$ cat config.mk
export PLATFORM = sky130hd
export DESIGN_NAME = ack_retry_command_queue_core
export DESIGN_NICKNAME = d
export VERILOG_FILES = /design/src/arcq_pkg.sv /design/src/arcq_datapath.sv /design/src/arcq_control.sv /design/src/ack_retry_command_queue_core.sv
export SDC_FILE = /design/constraint.sdc
export NUM_CORES = 2
export LEC_CHECK = 0
export BUFFER_PORTS_ARGS = -buffer_cell sky130_fd_sc_hd__buf_2
export CORE_ASPECT_RATIO = 1.2
export CORE_UTILIZATION = 55
export DETAILED_ROUTE_END_ITERATION = 10
export HOLD_SLACK_MARGIN = 0.03
export PLACE_DENSITY = 0.82
export RECOVER_POWER = 100
export SYNTH_ARGS = -nofsm -noshare
export SYNTH_HDL_FRONTEND = slang
export SYNTH_HIERARCHICAL = 1
export SYNTH_SLANG_ARGS = --single-unit
$ cat constraint.sdc
create_clock -name clk -period 11.45 [get_ports clk]
set_clock_uncertainty 0.15 [all_clocks]
set_input_delay 0.5725 -clock clk [delete_from_list [all_inputs] [get_ports clk]]
set_output_delay 0.5725 -clock clk [all_outputs]
set_load 0.005 [all_outputs]
$ cat src/arcq_pkg.sv
package arcq_pkg;

    localparam int QUEUE_DEPTH_DEF   = 8;
    localparam int PAYLOAD_BYTES_DEF = 16;

    localparam logic [1:0] OP_SUBMIT = 2'd0;
    localparam logic [1:0] OP_ACK    = 2'd1;
    localparam logic [1:0] OP_NACK   = 2'd2;
    localparam logic [1:0] OP_TICK   = 2'd3;

    localparam logic [3:0] EV_STAGED    = 4'd0;
    localparam logic [3:0] EV_QUEUED    = 4'd1;
    localparam logic [3:0] EV_DROP_FULL = 4'd2;
    localparam logic [3:0] EV_DROP_OVF  = 4'd3;
    localparam logic [3:0] EV_FRAME     = 4'd4;
    localparam logic [3:0] EV_REMOVED   = 4'd5;
    localparam logic [3:0] EV_UNMATCHED = 4'd6;
    localparam logic [3:0] EV_GAVE_UP   = 4'd7;
    localparam logic [3:0] EV_IDLE      = 4'd8;

    localparam logic CFG_TIMEOUT = 1'b0;
    localparam logic CFG_RETRY   = 1'b1;

    typedef struct packed {
        logic [1:0] operation;
        logic [7:0] node_id;
        logic [7:0] command_code;
        logic [7:0] payload_byte;
        logic       byte_valid;
        logic       last;
    } cmd_in_t;

    typedef struct packed {
        logic [3:0] event_res;
        logic [7:0] node_id_res;
        logic [7:0] command_code_res;
        logic [7:0] frame_byte;
        logic       frame_byte_valid;
        logic [3:0] retry_number;
        logic       last_res;
    } cmd_res_t;

    // controller -> datapath
    typedef struct packed {
        logic       latch_in;     // capture input word, submit staging
        logic       enqueue;      // write tail entry, start copy
        logic       copy_step;    // move one staged byte into ring
        logic       tick;         // advance clock
        logic       bump_retry;   // increment head retry count
        logic       pop;          // advance head
        logic       send_begin;   // stamp head, clear byte pointer
        logic       send_step;    // advance byte pointer
        logic       clear_stage;
        logic       emit;         // drive a result
        logic [3:0] emit_event;
        logic       emit_last;
    } arcq_ctl_t;

    // datapath -> controller
    typedef struct packed {
        logic [1:0] operation;
        logic       last;
        logic       overflow;
        logic       full;
        logic       empty;
        logic       one_left;     // count is one (before pop)
        logic       was_empty;    // count was zero before enqueue
        logic       match;
        logic       timeout;
        logic       can_retry;
        logic       copy_done;
        logic       send_last;
    } arcq_sts_t;

endpackage

$ cat src/arcq_datapath.sv
module arcq_datapath
    import arcq_pkg::*;
#(
    parameter int QUEUE_DEPTH   = QUEUE_DEPTH_DEF,
    parameter int PAYLOAD_BYTES = PAYLOAD_BYTES_DEF
)
(
    input  logic      clk,
    input  logic      rst_n,
    input  cmd_in_t   in_word,
    input  logic      cfg_we,
    input  logic      cfg_index,
    input  logic [15:0] cfg_data,
    input  arcq_ctl_t ctl,
    output arcq_sts_t sts,
    output cmd_res_t  result,
    output logic      result_strobe
);
    localparam int QW = (QUEUE_DEPTH > 1) ? $clog2(QUEUE_DEPTH) : 1;
    localparam int PW = $clog2(PAYLOAD_BYTES);
    localparam int LW = $clog2(PAYLOAD_BYTES + 1);
    localparam int CW = $clog2(QUEUE_DEPTH + 1);
    localparam int MW = QW + PW;
    localparam logic [QW-1:0] QMAX = QW'(QUEUE_DEPTH - 1);

    logic [7:0]    target_mem [QUEUE_DEPTH];
    logic [7:0]    code_mem   [QUEUE_DEPTH];
    logic [LW-1:0] len_mem    [QUEUE_DEPTH];
    logic [31:0]   stamp_mem  [QUEUE_DEPTH];
    logic [3:0]    retry_mem  [QUEUE_DEPTH];
    logic [7:0]    payload_mem [QUEUE_DEPTH * PAYLOAD_BYTES];
    logic [7:0]    stage_mem  [PAYLOAD_BYTES];

    logic [QW-1:0] head_reg, tail_reg, copy_slot_reg;
    logic [CW-1:0] count_reg;
    logic [31:0]   now_reg;
    logic [LW-1:0] stage_len_reg;
    logic          stage_ovf_reg;
    logic [15:0]   timeout_reg;
    logic [3:0]    limit_reg;
    cmd_in_t       in_reg;
    logic [LW-1:0] copy_ptr_reg, send_ptr_reg;
    logic          was_empty_reg;
    logic [7:0]    pay_rd_reg;

    logic [QW-1:0] head_inc, tail_inc;
    logic [LW-1:0] head_len;
    logic [31:0]   elapsed;

    assign head_inc = (head_reg == QMAX) ? '0 : head_reg + 1'b1;
    assign tail_inc = (tail_reg == QMAX) ? '0 : tail_reg + 1'b1;
    assign head_len = len_mem[head_reg];
    // the tick advances the clock at the end of the decide cycle; compare with the new value
    assign elapsed  = (now_reg + 32'd1) - stamp_mem[head_reg];

    always_ff @(posedge clk or negedge rst_n)
    begin
        if (!rst_n)
        begin
            head_reg      <= '0;
            tail_reg      <= '0;
            count_reg     <= '0;
            now_reg       <= '0;
            stage_len_reg <= '0;
            stage_ovf_reg <= 1'b0;
            timeout_reg   <= 16'd1000;
            limit_reg     <= 4'd3;
            copy_ptr_reg  <= '0;
            send_ptr_reg  <= '0;
            copy_slot_reg <= '0;
            was_empty_reg <= 1'b0;
        end
        else
        begin
            if (cfg_we)
            begin
                if (cfg_index == CFG_TIMEOUT)
                    timeout_reg <= cfg_data;
                else
                    limit_reg <= cfg_data[3:0];
            end
            if (ctl.latch_in && in_word.operation == OP_SUBMIT && in_word.byte_valid)
            begin
                if (stage_len_reg < LW'(PAYLOAD_BYTES))
                    stage_len_reg <= stage_len_reg + 1'b1;
                else
                    stage_ovf_reg <= 1'b1;
            end
            if (ctl.enqueue)
            begin
                tail_reg      <= tail_inc;
                count_reg     <= count_reg + 1'b1;
                was_empty_reg <= (count_reg == '0);
                copy_slot_reg <= tail_reg;
                copy_ptr_reg  <= '0;
            end
            if (ctl.copy_step)
                copy_ptr_reg <= copy_ptr_reg + 1'b1;
            if (ctl.clear_stage)
            begin
                stage_len_reg <= '0;
                stage_ovf_reg <= 1'b0;
            end
            if (ctl.tick)
                now_reg <= now_reg + 1'b1;
            if (ctl.pop)
            begin
                head_reg  <= head_inc;
                count_reg <= count_reg - 1'b1;
            end
            if (ctl.send_begin)
                send_ptr_reg <= '0;
            else if (ctl.send_step)
                send_ptr_reg <= send_ptr_reg + 1'b1;
        end
    end

    always_ff @(posedge clk)
    begin
        if (ctl.latch_in)
        begin
            in_reg <= in_word;
            if (in_word.operation == OP_SUBMIT && in_word.byte_valid
                && stage_len_reg < LW'(PAYLOAD_BYTES))
                stage_mem[stage_len_reg[PW-1:0]] <= in_word.payload_byte;
        end
        if (ctl.enqueue)
        begin
            target_mem[tail_reg] <= in_reg.node_id;
            code_mem[tail_reg]   <= in_reg.command_code;
            len_mem[tail_reg]    <= stage_len_reg;
            stamp_mem[tail_reg]  <= now_reg;
            retry_mem[tail_reg]  <= 4'd0;
        end
        if (ctl.copy_step)
            payload_mem[MW'(copy_slot_reg) * MW'(PAYLOAD_BYTES) + MW'(copy_ptr_reg)]
                <= stage_mem[copy_ptr_reg[PW-1:0]];
        if (ctl.bump_retry)
            retry_mem[head_reg] <= retry_mem[head_reg] + 1'b1;
        if (ctl.send_begin)
            stamp_mem[head_reg] <= now_reg;
        pay_rd_reg <= payload_mem[MW'(head_reg) * MW'(PAYLOAD_BYTES)
                                  + MW'(ctl.send_begin ? '0 : send_ptr_reg + 1'b1)];
    end

    always_comb
    begin
        sts.operation = in_reg.operation;
        sts.last      = in_reg.last;
        sts.overflow  = stage_ovf_reg;
        sts.full      = (count_reg >= CW'(QUEUE_DEPTH));
        sts.empty     = (count_reg == '0);
        sts.one_left  = (count_reg == CW'(1));
        sts.was_empty = was_empty_reg;
        sts.match     = (target_mem[head_reg] == in_reg.node_id);
        sts.timeout   = (elapsed > {16'd0, timeout_reg});
        sts.can_retry = (retry_mem[head_reg] < limit_reg);
        sts.copy_done = (copy_ptr_reg >= len_mem[copy_slot_reg]);
        sts.send_last = (head_len == '0) || (send_ptr_reg + 1'b1 >= head_len);
    end

    always_comb
    begin
        result = '0;
        result.event_res = ctl.emit_event;
        result.last_res  = ctl.emit_last;
        case (ctl.emit_event)
            EV_QUEUED, EV_DROP_FULL, EV_DROP_OVF:
            begin
                result.node_id_res      = in_reg.node_id;
                result.command_code_res = in_reg.command_code;
            end
            EV_UNMATCHED:
                result.node_id_res = in_reg.node_id;
            EV_REMOVED, EV_GAVE_UP:
                result.node_id_res = target_mem[head_reg];
            EV_FRAME:
            begin
                result.node_id_res      = target_mem[head_reg];
                result.command_code_res = code_mem[head_reg];
                result.retry_number     = retry_mem[head_reg];
                if (head_len != '0)
                begin
                    result.frame_byte       = pay_rd_reg;
                    result.frame_byte_valid = 1'b1;
                end
            end
            default: ;
        endcase
    end

    assign result_strobe = ctl.emit;

endmodule

$ cat src/arcq_control.sv
module arcq_control
    import arcq_pkg::*;
(
    input  logic      clk,
    input  logic      rst_n,
    input  logic      start,
    output logic      busy,
    input  arcq_sts_t sts,
    output arcq_ctl_t ctl
);
    localparam logic [2:0] S_IDLE   = 3'd0;
    localparam logic [2:0] S_DECIDE = 3'd1;
    localparam logic [2:0] S_COPY   = 3'd2;
    localparam logic [2:0] S_PREP   = 3'd3;
    localparam logic [2:0] S_SEND   = 3'd4;
    localparam logic [2:0] S_POP    = 3'd5;

    logic [2:0] state_reg, state_next;

    always_ff @(posedge clk or negedge rst_n)
    begin
        if (!rst_n)
            state_reg <= S_IDLE;
        else
            state_reg <= state_next;
    end

    assign busy = (state_reg != S_IDLE);

    always_comb
    begin
        ctl        = '0;
        state_next = state_reg;
        unique case (state_reg)
            S_IDLE:
            begin
                if (start)
                begin
                    ctl.latch_in = 1'b1;
                    state_next   = S_DECIDE;
                end
            end
            S_DECIDE:
            begin
                ctl.emit      = 1'b1;
                ctl.emit_last = 1'b1;
                state_next    = S_IDLE;
                case (sts.operation)
                    OP_SUBMIT:
                        if (!sts.last)
                            ctl.emit_event = EV_STAGED;
                        else if (sts.overflow)
                        begin
                            ctl.emit_event  = EV_DROP_OVF;
                            ctl.clear_stage = 1'b1;
                        end
                        else if (sts.full)
                        begin
                            ctl.emit_event  = EV_DROP_FULL;
                            ctl.clear_stage = 1'b1;
                        end
                        else
                        begin
                            // hold result until the copy is done
                            ctl.emit    = 1'b0;
                            ctl.enqueue = 1'b1;
                            state_next  = S_COPY;
                        end
                    OP_ACK, OP_NACK:
                        if (!sts.empty && sts.match)
                        begin
                            ctl.emit       = 1'b0;
                            state_next     = S_POP;
                            ctl.emit_event = EV_REMOVED;
                        end
                        else
                            ctl.emit_event = EV_UNMATCHED;
                    default:
                    begin
                        ctl.tick = 1'b1;
                        ctl.emit_event = EV_IDLE;
                        if (!sts.empty && sts.timeout)
                        begin
                            ctl.emit      = 1'b0;
                            ctl.emit_last = 1'b0;
                            if (sts.can_retry)
                            begin
                                ctl.bump_retry = 1'b1;
                                state_next     = S_PREP;
                            end
                            else
                                state_next = S_POP;
                        end
                    end
                endcase
            end
            S_COPY:
            begin
                if (sts.copy_done)
                begin
                    ctl.emit        = 1'b1;
                    ctl.emit_event  = EV_QUEUED;
                    ctl.clear_stage = 1'b1;
                    ctl.emit_last   = !sts.was_empty;
                    state_next      = sts.was_empty ? S_PREP : S_IDLE;
                end
                else
                    ctl.copy_step = 1'b1;
            end
            S_POP:
            begin
                ctl.emit       = 1'b1;
                ctl.emit_event = (sts.operation == OP_TICK) ? EV_GAVE_UP : EV_REMOVED;
                ctl.emit_last  = sts.one_left;
                ctl.pop        = 1'b1;
                state_next     = sts.one_left ? S_IDLE : S_PREP;
            end
            S_PREP:
            begin
                ctl.send_begin = 1'b1;
                state_next     = S_SEND;
            end
            S_SEND:
            begin
                ctl.emit       = 1'b1;
                ctl.emit_event = EV_FRAME;
                ctl.emit_last  = sts.send_last;
                ctl.send_step  = 1'b1;
                if (sts.send_last)
                    state_next = S_IDLE;
            end
            default:
                state_next = S_IDLE;
        endcase
    end

endmodule

$ cat src/ack_retry_command_queue_core.sv
// Channel   | Direction | Handshake          | Word
// ----------+-----------+--------------------+--------------------------
// command   | in        | start / busy       | cmd (cmd_in_t)
// result    | out       | result_valid strobe| res (cmd_res_t)
// config    | in        | cfg_valid/cfg_ready| cfg_index, cfg_data
//
// Staged, dropped, unmatched and idle commands end in the decide state; an enqueue
// copies each staged byte into the ring before the queued word, a pop adds a step, and
// a frame send adds a prep step plus one word per payload byte (one if none).
// rst_n clears pointers, count, clock and staging; ring contents stay unknown.
// Result words are strobed once; the receiver cannot stall them.
module ack_retry_command_queue_core
    import arcq_pkg::*;
#(
    parameter int QUEUE_DEPTH   = QUEUE_DEPTH_DEF,
    parameter int PAYLOAD_BYTES = PAYLOAD_BYTES_DEF
)
(
    input  logic        clk,
    input  logic        rst_n,
    input  logic        start,
    output logic        busy,
    input  cmd_in_t     cmd,
    output logic        result_valid,
    output cmd_res_t    res,
    input  logic        cfg_valid,
    output logic        cfg_ready,
    input  logic        cfg_index,
    input  logic [15:0] cfg_data
);
    arcq_ctl_t ctl;
    arcq_sts_t sts;

    assign cfg_ready = 1'b1;

    arcq_control u_control
    (
        .clk   (clk),
        .rst_n (rst_n),
        .start (start),
        .busy  (busy),
        .sts   (sts),
        .ctl   (ctl)
    );

    arcq_datapath #(
        .QUEUE_DEPTH   (QUEUE_DEPTH),
        .PAYLOAD_BYTES (PAYLOAD_BYTES)
    ) u_datapath
    (
        .clk           (clk),
        .rst_n         (rst_n),
        .in_word       (cmd),
        .cfg_we        (cfg_valid),
        .cfg_index     (cfg_index),
        .cfg_data      (cfg_data),
        .ctl           (ctl),
        .sts           (sts),
        .result        (res),
        .result_strobe (result_valid)
    );

endmodule

==> impl_metrics.ini <==
[synth]
synth_top_area_cell = edfxtp_1
yosysWarnings = 6
synth_cell_type_count = 90
syn_nets = 4503
synthFlopType = edfxtp_1
syn_inst = 4371
synth_area_um2 = 71300
seq_area_frac_synth_pct = 71.7
syn_avg_cell_area_um2 = 16.3
ys_seq_elements = 1720
synth_area_leaders = edfxtp_1 69%, mux4_2 4.9%, dfrtp_1 2.7%
synth_edf_count = 1627
yosys.area.top_type_share_pct = 68.5
synthArstFlopShare_pct = 4.94

[route]
first_iter_violations = 4735
routed_wl_um = 169000
drt-wirelength-per-cell_um = 27.1
vias = 41100
drtPass1Iterations = 6
routed_via_density = 6.59
ant_nets = 0
drc_errors = 0

[critical_path]
path_max_fanout = 44
critPathRequiredTime_ns = 10.73
r2r_start = u_datapath/head_reg[1]
critPathArrivalTime_ns = 9.42
rrSetupSlack_ns = 2.11
cp-end-kind = primary output
critPathLaunch = u_datapath/head_reg[1]
critPathLaunchType = flop
crit_type = flop to primary output

[sta]
layout_min_cycle_time_ns = 10.14
grt_setup_unrepaired = no
maxSlewViolCount = 1903
timing.final.ws_setup_ns = 1.31
fmax_ghz = 0.0986
hold_violations = 0
setup_tns_ns = 0
setup_viol = 0
hold_ws_ns = 0.114
worstMarginPinSlew_ns = 4.95
relSlewSlack_pct = -230
fin_crit_sh_pct = 88.6

[cells_and_area]
syn_to_final_growth_pct = 9.97
regMostFlops = u_datapath/payload_mem
fin_nets = 4574
largest_reg_flops = 1024
fin_util_pct = 61.0
final_layout_size_suffix_gt1_share_pct = 11.6
num_antenna_cells = 0
fillers = 8794
final-instance-count-excl-fill = 6246
multi_input_area_um2 = 18600
final_design_area_no_fill_um2 = 78400
seq_area_um2 = 51200

[floorplan]
fp.dieH_um = 396
design.die.area_um2 = 131000
rows = 144
start_util_pct = 55.5
core-area_um2 = 128000
die_w_um = 331
ios = 86

[clocking]
htree_levels = 4
ctsLongestPathBuffers = 3
cts_hold_buf = 44
clockRootBuffer = clkbuf_16
cts_made_buffers = 159
clkLatencyLatePin_ns = 0.80
clk_pin_slew_ns = 0.06
cts.sink_count = 1720
post-cts-setup-buffers = 0
cts_tree = built
cts_resized = 0

[place]
dp.cells = 5916
gp_congestion = 0.902
pre_cts_slack_ns = 3.36
hpwl_um = 97800
placed_area_um2 = 73300
io_buffers = 84

[power_and_ir_drop]
power_frac_seq_pct = 40.9
totalPowerFinal_mw = 20.2
p_comb_share_pct = 33.7
power-per-cell-area_nw_per_um2 = 258
p_int_mw = 13.1
ir_worst_vdd_uv = 245
p_clk_share_pct = 25.4
p_leak_nw = 25.5
switchingPower_mw = 7.11
p_sw_share_pct = 35.1

[global_route]
grt_usage_pct = 25.9
first_global_vias = 41400
grt_max_degree = 164
antenna_found_initial = 2
grt_pass1_wl_um = 253000
overflow = 0

[worst_hold_path]
min_from = cmd[1]
hp-class = input port to flop

[run]
cap_violations = 49

[outcome]
violations = max-capacitance violations, max-slew violations
status = finished with violations
-- Yosys cell counts, types with 64 or more instances --
cell / n
xnor2_1: 64
mux4_2: 154
a21oi_1: 147
edfxtp_1: 1627
dfrtp_1: 77
a22oi_1: 172
a2111oi_0: 132
ha_1: 81
nand2_1: 118
a211oi_1: 230
buf_2: 67
nor2b_1: 155
nor2_1: 260
clkbuf_1: 160
mux2i_1: 152
-- final timing paths --
| path | end | cells past startpoint |
|---|---|---|
| max in group asynchronous | u_datapath/send_ptr_reg[0] | 3 |
| min reg2reg | u_datapath/limit_reg[2] | 1 |
| max | result_valid | 20 |
| min | u_datapath/stage_ovf_reg | 5 |
| min in group asynchronous | u_datapath/now_reg[6] | 2 |
| max reg2reg | u_datapath/retry_mem[5][2] | 20 |
-- cell usage in the layout, fill, tap and decap left out, drive strengths merged, types with 81 or more instances in the layout --
cell	count
edfxtp	1627
clkbuf	286
nor2	262
a211oi	231
a22oi	172
nor2b	156
mux4	154
mux2i	152
a21oi	147
a2111oi	133
nand2	118
ha	81
-- power groups by stage --
stage | Sequential [mW] | Combinational (mW) | Clock, mW
final | 8.29 | 6.82 | 5.14
after global routing | 8.31 | 7.25 | 5.43
after CTS | 8.16 | 6.81 | 5.20
after detailed placement | 8.29 | 6.72 | 0
after global placement | 8.27 | 6.53 | 0
after floorplan | 8.34 | 4.62 | 0
-- cells by family after synthesis --
kind of cell    share of synthesized area, %
xor+xnor                                1.35
mux                                     7.49
fa+ha+maj                               1.48
compound gates                          9.75
buf+inv                                 2.22
other cells                          0.00526
flops                                   71.7
simple gates                            5.96
-- layout make-up --
| class | instances | area share (%) |
|---|---|---|
| Clock buffer | 200 | 5.39 |
| Sequential cell | 1720 | 65.3 |
| Tap cell | 1679 | 2.68 |
| Multi-Input combinational cell | 2300 | 23.7 |
| Clock inverter | 86 | 1.06 |
| Inverter | 54 | 0.259 |
| Timing Repair Buffer | 207 | 1.62 |
-- per-layer routing --
metal	wire length, um	global-route usage (%)	share of wire, %
met1	60200	31.7	36
met2	85800	43.8	51
met3	14300	4.62	8.4
met4	9050	13.5	5.3
met5	25	0	0.015
-- critical path: stages (launching register included) --
cell and delay (ns):
dfrtp_1 0.76, nand2_1 0.13, nor2_1 1.18, clkbuf_1 2.27, a221oi_1 0.42, and3_1 0.29, ha_1 0.39, xor2_1 0.20
ha_1 0.31, nand4_1 0.09, or3_1 0.37, nor2_1 0.13, nor3_1 0.06, a2111oi_0 0.43, nand4_1 0.15, nor4_1 0.33
nand4b_1 0.24, nand3b_1 0.19, nand2_1 0.07, a32oi_1 0.41, clkbuf_1 0.18
(Power assumes the default switching activity.)
